--- src/design/lkvc_pkg.sv ---
// Package for the LRU key-value cache: sizes, request/result/entry types
// and the controller state encoding. No dependencies.
package lkvc_pkg;

  localparam int ENTRIES = 16;
  localparam int IDX_W   = $clog2(ENTRIES);
  localparam int AGE_W   = IDX_W;
  localparam int CNT_W   = $clog2(ENTRIES + 1);
  localparam int CAP_W   = 5;
  localparam int EW      = (CNT_W > CAP_W) ? CNT_W : CAP_W;

  localparam logic [CAP_W-1:0] CAP_RESET = 5'd16;
  localparam logic [IDX_W-1:0] LAST_IDX  = IDX_W'(ENTRIES - 1);
  localparam logic [EW-1:0]    ENTRIES_E = EW'(ENTRIES);

  localparam logic signed [31:0] MISS_VALUE = -32'sd1;

  localparam logic OP_GET = 1'b0;
  localparam logic OP_PUT = 1'b1;

  typedef struct packed {
    logic              opcode;
    logic signed [31:0] key;
    logic signed [31:0] value;
  } req_t;

  typedef struct packed {
    logic              hit;
    logic signed [31:0] read_value;
  } rsp_t;

  typedef struct packed {
    logic [31:0]      key;
    logic [31:0]      value;
    logic [AGE_W-1:0] age;
  } entry_t;

  typedef enum logic [2:0] {
    ST_IDLE,
    ST_SCAN,
    ST_SDRAIN,
    ST_DECIDE,
    ST_UPD,
    ST_UDRAIN,
    ST_FINISH
  } state_t;

endpackage

--- src/design/lru_key_value_cache.sv ---
// LRU key-value cache, fully associative, one entry memory with per-entry ages.
// Depends on lkvc_pkg.
//
// Usage:
//   in_valid/in_ready carry one request (get or put with key and value).
//   out_valid/out_ready carry one result per request: hit flag and read value
//   (stored value on a get hit, -1 on a get miss, 0 on a put).
//   cfg_we/cfg_wdata write the capacity register (0 acts as 1, values above
//   the entry count act as the entry count); write it only while idle.
// Timing:
//   Requests are handled one at a time. Each request makes a lookup pass
//   over the single entry memory, reading one entry per cycle; every request
//   but a get that misses then makes a read-modify-write pass that ages
//   entries and writes the target entry.
//   in_ready rises in the same cycle as out_valid, so a new request is taken
//   while an old result still waits.
// Reset:
//   Synchronous, active low. Clears all valid bits, the fill count and the
//   handshake state; capacity returns to 16. The memory itself is not cleared.
// Stall:
//   If out_ready is low the result holds in the output register; a finished
//   request waits for the register to empty before loading its result.
module lru_key_value_cache (
  input  logic                     clk,
  input  logic                     rst_n,
  input  logic                     in_valid,
  output logic                     in_ready,
  input  lkvc_pkg::req_t           in_data,
  output logic                     out_valid,
  input  logic                     out_ready,
  output lkvc_pkg::rsp_t           out_data,
  input  logic                     cfg_we,
  input  logic [lkvc_pkg::CAP_W-1:0] cfg_wdata
);
  import lkvc_pkg::*;

  entry_t mem [ENTRIES];
  entry_t rd_data_r;
  logic   mem_we;
  entry_t mem_wdata;

  state_t state_r, state_nxt;
  logic [IDX_W-1:0]   cnt_r, cnt_nxt;
  logic               rv_r, rv_nxt;
  logic [IDX_W-1:0]   ridx_r, ridx_nxt;
  req_t               req_r, req_nxt;
  logic [ENTRIES-1:0] valid_r, valid_nxt;
  logic [CNT_W-1:0]   fill_r, fill_nxt;
  logic [CAP_W-1:0]   cap_r;

  logic               found_r, found_nxt;
  logic [IDX_W-1:0]   hslot_r, hslot_nxt;
  logic [AGE_W-1:0]   hage_r, hage_nxt;
  logic [31:0]        hval_r, hval_nxt;
  logic               free_found_r, free_found_nxt;
  logic [IDX_W-1:0]   free_r, free_nxt;
  logic               any_r, any_nxt;
  logic [IDX_W-1:0]   old_slot_r, old_slot_nxt;
  logic [AGE_W-1:0]   old_age_r, old_age_nxt;

  logic [IDX_W-1:0]   tgt_r, tgt_nxt;
  logic               touch_r, touch_nxt;
  rsp_t               res_r, res_nxt;
  logic               out_valid_r, out_valid_nxt;
  rsp_t               out_data_r, out_data_nxt;

  logic [EW-1:0]      eff_cap;
  logic               rd_valid;

  // Capacity clamp to 1 .. ENTRIES
  always_comb begin
    eff_cap = EW'(cap_r);
    if (eff_cap == '0) begin
      eff_cap = EW'(1);
    end else if (eff_cap > ENTRIES_E) begin
      eff_cap = ENTRIES_E;
    end
  end

  assign rd_valid = valid_r[ridx_r];

  always_ff @(posedge clk) begin
    if (mem_we) begin
      mem[ridx_r] <= mem_wdata;
    end
    rd_data_r <= mem[cnt_r];
  end

  always_ff @(posedge clk) begin
    if (!rst_n) begin
      state_r     <= ST_IDLE;
      rv_r        <= 1'b0;
      valid_r     <= '0;
      fill_r      <= '0;
      cap_r       <= CAP_RESET;
      out_valid_r <= 1'b0;
    end else begin
      state_r     <= state_nxt;
      rv_r        <= rv_nxt;
      valid_r     <= valid_nxt;
      fill_r      <= fill_nxt;
      out_valid_r <= out_valid_nxt;
      if (cfg_we) begin
        cap_r <= cfg_wdata;
      end
    end
  end

  always_ff @(posedge clk) begin
    cnt_r        <= cnt_nxt;
    ridx_r       <= ridx_nxt;
    req_r        <= req_nxt;
    found_r      <= found_nxt;
    hslot_r      <= hslot_nxt;
    hage_r       <= hage_nxt;
    hval_r       <= hval_nxt;
    free_found_r <= free_found_nxt;
    free_r       <= free_nxt;
    any_r        <= any_nxt;
    old_slot_r   <= old_slot_nxt;
    old_age_r    <= old_age_nxt;
    tgt_r        <= tgt_nxt;
    touch_r      <= touch_nxt;
    res_r        <= res_nxt;
    out_data_r   <= out_data_nxt;
  end

  always_comb begin
    state_nxt      = state_r;
    cnt_nxt        = cnt_r;
    rv_nxt         = 1'b0;
    ridx_nxt       = cnt_r;
    req_nxt        = req_r;
    valid_nxt      = valid_r;
    fill_nxt       = fill_r;
    found_nxt      = found_r;
    hslot_nxt      = hslot_r;
    hage_nxt       = hage_r;
    hval_nxt       = hval_r;
    free_found_nxt = free_found_r;
    free_nxt       = free_r;
    any_nxt        = any_r;
    old_slot_nxt   = old_slot_r;
    old_age_nxt    = old_age_r;
    tgt_nxt        = tgt_r;
    touch_nxt      = touch_r;
    res_nxt        = res_r;
    out_valid_nxt  = out_valid_r && !out_ready;
    out_data_nxt   = out_data_r;
    in_ready       = 1'b0;
    mem_we         = 1'b0;
    mem_wdata      = rd_data_r;

    // Lookup pass: track first match, first free slot and oldest entry
    if (rv_r && (state_r == ST_SCAN || state_r == ST_SDRAIN)) begin
      if (!found_r && rd_valid && rd_data_r.key == req_r.key) begin
        found_nxt = 1'b1;
        hslot_nxt = ridx_r;
        hage_nxt  = rd_data_r.age;
        hval_nxt  = rd_data_r.value;
      end
      if (!free_found_r && !rd_valid) begin
        free_found_nxt = 1'b1;
        free_nxt       = ridx_r;
      end
      if (rd_valid && (!any_r || rd_data_r.age > old_age_r)) begin
        any_nxt      = 1'b1;
        old_slot_nxt = ridx_r;
        old_age_nxt  = rd_data_r.age;
      end
    end

    // Update pass: age entries, write the target entry
    if (rv_r && (state_r == ST_UPD || state_r == ST_UDRAIN)) begin
      if (ridx_r == tgt_r) begin
        mem_we        = 1'b1;
        mem_wdata.age = '0;
        if (req_r.opcode == OP_PUT) begin
          mem_wdata.value = req_r.value;
        end
        if (!found_r) begin
          mem_wdata.key = req_r.key;
        end
      end else if (rd_valid && (!touch_r || rd_data_r.age < hage_r)) begin
        mem_we        = 1'b1;
        mem_wdata.age = rd_data_r.age + AGE_W'(1);
      end
    end

    unique case (state_r)
      ST_IDLE: begin
        in_ready = 1'b1;
        if (in_valid) begin
          req_nxt        = in_data;
          cnt_nxt        = '0;
          found_nxt      = 1'b0;
          free_found_nxt = 1'b0;
          any_nxt        = 1'b0;
          state_nxt      = ST_SCAN;
        end
      end
      ST_SCAN: begin
        rv_nxt  = 1'b1;
        cnt_nxt = cnt_r + IDX_W'(1);
        if (cnt_r == LAST_IDX) begin
          cnt_nxt   = '0;
          state_nxt = ST_SDRAIN;
        end
      end
      ST_SDRAIN: begin
        state_nxt = ST_DECIDE;
      end
      ST_DECIDE: begin
        res_nxt.hit = found_r;
        if (req_r.opcode == OP_GET) begin
          res_nxt.read_value = found_r ? hval_r : MISS_VALUE;
        end else begin
          res_nxt.read_value = '0;
        end
        touch_nxt = found_r;
        cnt_nxt   = '0;
        state_nxt = ST_UPD;
        if (found_r) begin
          tgt_nxt = hslot_r;
        end else if (EW'(fill_r) < eff_cap && free_found_r) begin
          tgt_nxt  = free_r;
          fill_nxt = fill_r + CNT_W'(1);
        end else if (any_r) begin
          tgt_nxt = old_slot_r;
        end else begin
          tgt_nxt  = '0;
          fill_nxt = fill_r + CNT_W'(1);
        end
        if (req_r.opcode == OP_GET && !found_r) begin
          fill_nxt  = fill_r;
          state_nxt = ST_FINISH;
        end else if (!found_r) begin
          valid_nxt[tgt_nxt] = 1'b1;
        end
      end
      ST_UPD: begin
        rv_nxt  = 1'b1;
        cnt_nxt = cnt_r + IDX_W'(1);
        if (cnt_r == LAST_IDX) begin
          cnt_nxt   = '0;
          state_nxt = ST_UDRAIN;
        end
      end
      ST_UDRAIN: begin
        state_nxt = ST_FINISH;
      end
      ST_FINISH: begin
        if (!out_valid_r || out_ready) begin
          out_valid_nxt = 1'b1;
          out_data_nxt  = res_r;
          state_nxt     = ST_IDLE;
        end
      end
      default: begin
        state_nxt = ST_IDLE;
      end
    endcase
  end

  assign out_valid = out_valid_r;
  assign out_data  = out_data_r;

endmodule

--- config.mk ---
export PLATFORM = sky130hd
export DESIGN_NAME = lru_key_value_cache
export DESIGN_NICKNAME = d
export VERILOG_FILES = /design/src/design/lkvc_pkg.sv /design/src/design/lru_key_value_cache.sv
export SDC_FILE = /design/constraint.sdc
export NUM_CORES = 1
export LEC_CHECK = 0
export BUFFER_PORTS_ARGS = -buffer_cell sky130_fd_sc_hd__buf_2
export CAP_MARGIN = 20
export CELL_PAD_IN_SITES_DETAIL_PLACEMENT = 2
export CELL_PAD_IN_SITES_GLOBAL_PLACEMENT = 2
export CORE_AREA = 8 8 464 466
export CTS_BUF_LIST = sky130_fd_sc_hd__clkbuf_8
export DETAILED_ROUTE_END_ITERATION = 10
export DIE_AREA = 0 0 472 474
export PLACE_DENSITY = 0.45
export SLEW_MARGIN = 20
export SYNTH_ARGS = -nofsm -noshare
export SYNTH_HDL_FRONTEND = slang
export SYNTH_SLANG_ARGS = --single-unit
--- constraint.sdc ---
create_clock -name clk -period 9 [get_ports clk]
set_input_delay 1.8 -clock clk [delete_from_list [all_inputs] [get_ports clk]]
set_output_delay 1.8 -clock clk [all_outputs]
set_load 0.01 [all_outputs]
==> results.cfg <==
[synthesis]
yosysMostFrequentCell = edfxtp_1
ys_types = 57
synth.area.top_cells = edfxtp_1, mux4_2, dfxtp_1
netlist_area_mm2 = 0.0517
syn_inst = 2253
synthesis.nets = 2342
yosysTopAreaCellShare = 0.743
ys_warn_count = 0
yosysSeqAreaShare = 0.784
yosysTopAreaCell = edfxtp_1
synth_commonest_cells = edfxtp_1, mux4_2, dfxtp_1
ys_ff_latch = 1385
ys.flop_type = edfxtp_1
synth_edf_count = 1279
async_flop_share = 0
syn_area_per_cell_um2 = 22.9

[placed_design]
post-dp-hpwl_um = 77100
place_congestion = 0.698
io_buffers = 109
placed_area_mm2 = 0.0558

[timing]
rsz0062_at_grt = false
slew_headroom = 0.282
max_freq_mhz = 238
setup_tns_ps = 0
setup_viol = 0
final-hold-violation-count = 0
final_max_slew_viol_count = 0
tightest_slew_ps = 1080
fin_crit_sh = 0.466
min_period_ps = 4190
fin_skew_ps = 104

[worst_setup_path]
r2r_cells = 8
reg2reg_from = ridx_r[1]
path_class = reg -> reg
worstSetupStartpointType = flip-flop
cp_cell_sequence = xnor2_1 > nand4_1 > nor2_1 > inv_1 > o21a_1 > nor3_2 > buf_4 > buf_4
required_ps = 9530
r2r_slack_ps = 4810
cpPeakStageDelay_ps = 830
regToRegEndpoint = mem[14][64]
startpoint = ridx_r[1]
critPathBufInv = 3
crit_slowest_cell = buf_4
crit_fanout = 43
critPathCaptureType = flip-flop
path_common_cell = buf_4
arrival_ps = 4730
crit_family = buffers and inverters

[power]
p_sw_mw = 3.58
switching_share = 0.245
powerDensity_mw_per_mm2 = 241
ir_drop_mv = 0.156
pwr-share-seq = 0.520
p_int_mw = 11.0
p_total_mw = 14.6
p_comb_frac = 0.090
clkPwrFrac = 0.390
leakage_nw = 19.3

[worst_hold_path]
hp-start = res_r[27]
min_to = out_data[27]
hold_depth = 0
hold_class = reg -> reg

[global_routing]
grtUsageTotal = 0.123
overflow = 0
antenna_found_initial = 7
grt_pass1_wl_um = 202000
grt_pass1_vias = 27526
grt_max_degree = 100

[status]
status = finished, final reports clean

[die]
initial_utilization = 0.248
ios = 110
die_h_um = 474
core-area_mm2 = 0.208
fp-row-count = 168
dieArea_mm2 = 0.224
die-width_um = 472

[clock_network]
cts_buffers = 275
cts-root-buf = clkbuf_8
cts_tree = done
hold_buffers = 0
clkSinkCount = 1385
post-cts-setup-buffers = 0
clk_pin_slew_ps = 60
clockBufferDepth = 4
clkLatencyLatePin_ps = 990
cts_max_level = 5
cts_repair_resize_count = 0

[drt]
drcViolationCount = 0
drtPass1Iterations = 5
viasPerCell = 4.38
ant_nets = 0
drtIter0Drc = 1609
post_drt_wl_per_cell_um = 25.1
wl_um = 138000
vias = 24133

[flow_run]
drv_cap = 0

[layout]
areaGrowthSynthToFinish_pct = 17.3
multiInputGateArea_mm2 = 0.0107
fill_cells = 20887
final_core_util = 0.291
nets = 2681
seq_area_mm2 = 0.0405
layout-drive-gt1-share = 0.333
stdcell_area_mm2 = 0.0606
[stage by stage]
step                      worst slack [ps]  cells  hold slack (ps)
after floorplan                        412   2253              346
after global placement                4950   5033              406
after detailed placement              4800   5034              405
after CTS                             4740   5506              411
after global routing                  4540   5511              417
final                                 4810   5513              410
[area by class of cell]
class / instances / area share
inverters: 48 / 0.00297
multi-input cells: 715 / 0.176
well taps: 2720 / 0.0561
flip-flops and latches: 1385 / 0.668
clock inverters: 178 / 0.0127
clock buffers: 294 / 0.0667
repair buffers: 167 / 0.0171
diodes: 6 / 0.000248
[sequential cells by signal, summed over array words and instances (netlist names), 5 cells and up]
signal / cells
mem: 1088
req_r: 65
cap_r: 5
hval_r: 32
rd_data_r: 68
fill_r: 5
valid_r: 16
res_r: 33
out_data: 33
[worst reg2reg max path, delay by kind of cell (launching register included)]
family | cells | cell delay [ps]
DFF | 1 | 750
buffers and inverters | 3 | 1540
AOI/OAI and AO/OA | 1 | 300
and+or+nand+nor | 3 | 920
xor gates and xnor gates | 1 | 200
[how the worst max path moves through the flow]
| stage | depth (start not counted) | end | slack (ps) |
|---|---|---|---|
| after floorplan | 6 | mem[12][0] | 410 |
| after global placement | 8 | mem[12][60] | 4950 |
| after detailed placement | 8 | mem[14][60] | 4800 |
| after CTS | 8 | mem[14][64] | 4740 |
| after global routing | 8 | mem[12][56] | 4540 |
| final | 8 | mem[14][64] | 4810 |
[cell families (layout without fill, tap and decap cells)]
group | count (synthesis) | in the layout | share of synthesized area
buffers and inverters | 153 | 687 | 0.0123
adders and majority gates | 14 | 14 | 0.00339
xor gates and xnor gates | 42 | 42 | 0.00712
other | 0 | 6 | 0
AOI/OAI and AO/OA | 100 | 100 | 0.0123
and+or+nand+nor | 140 | 140 | 0.0148
muxes | 419 | 419 | 0.166
DFF | 1385 | 1385 | 0.784
[per-layer routing]
| layer | global-route usage | part of all wire | vias up |
|---|---|---|---|
| met1 | 0.162 | 0.45 | 13251 |
| met2 | 0.203 | 0.49 | 488 |
| li1 | - | - | 10133 |
| met3 | 0.0264 | 0.037 | 259 |
| met4 | 0.0371 | 0.025 | 2 |
| met5 | 0 | 0.000094 | - |
[cells in the final DEF (no fill, tap or decap), types with 9 or more instances in the layout]
| master | count |
|---|---|
| edfxtp_1 | 1279 |
| mux4_2 | 342 |
| clkbuf_8 | 294 |
| inv_1 | 165 |
| buf_2 | 109 |
| dfxtp_1 | 105 |
| mux2_2 | 66 |
| buf_4 | 53 |
| a21oi_1 | 48 |
| clkinv_1 | 38 |
| nand2_1 | 33 |
| xor2_1 | 33 |
| o21ai_0 | 18 |
| nand2b_1 | 14 |
| ha_1 | 14 |
| nor2_1 | 11 |
| clkinv_2 | 11 |
| xnor2_1 | 9 |
| nand3_1 | 9 |
| nor3_2 | 9 |
[power by group through the flow]
stage                     Combinational (mW)  Sequential (mW)  Clock, mW
after floorplan                        0.895             7.65          0
after detailed placement                1.37             7.73          0
after global placement                  1.32             7.72          0
after CTS                               1.37             7.60       5.98
final                                   1.31             7.59       5.70
after global routing                    1.45             7.60       6.24
No activity file was read; power rests on OpenSTA's default activity.
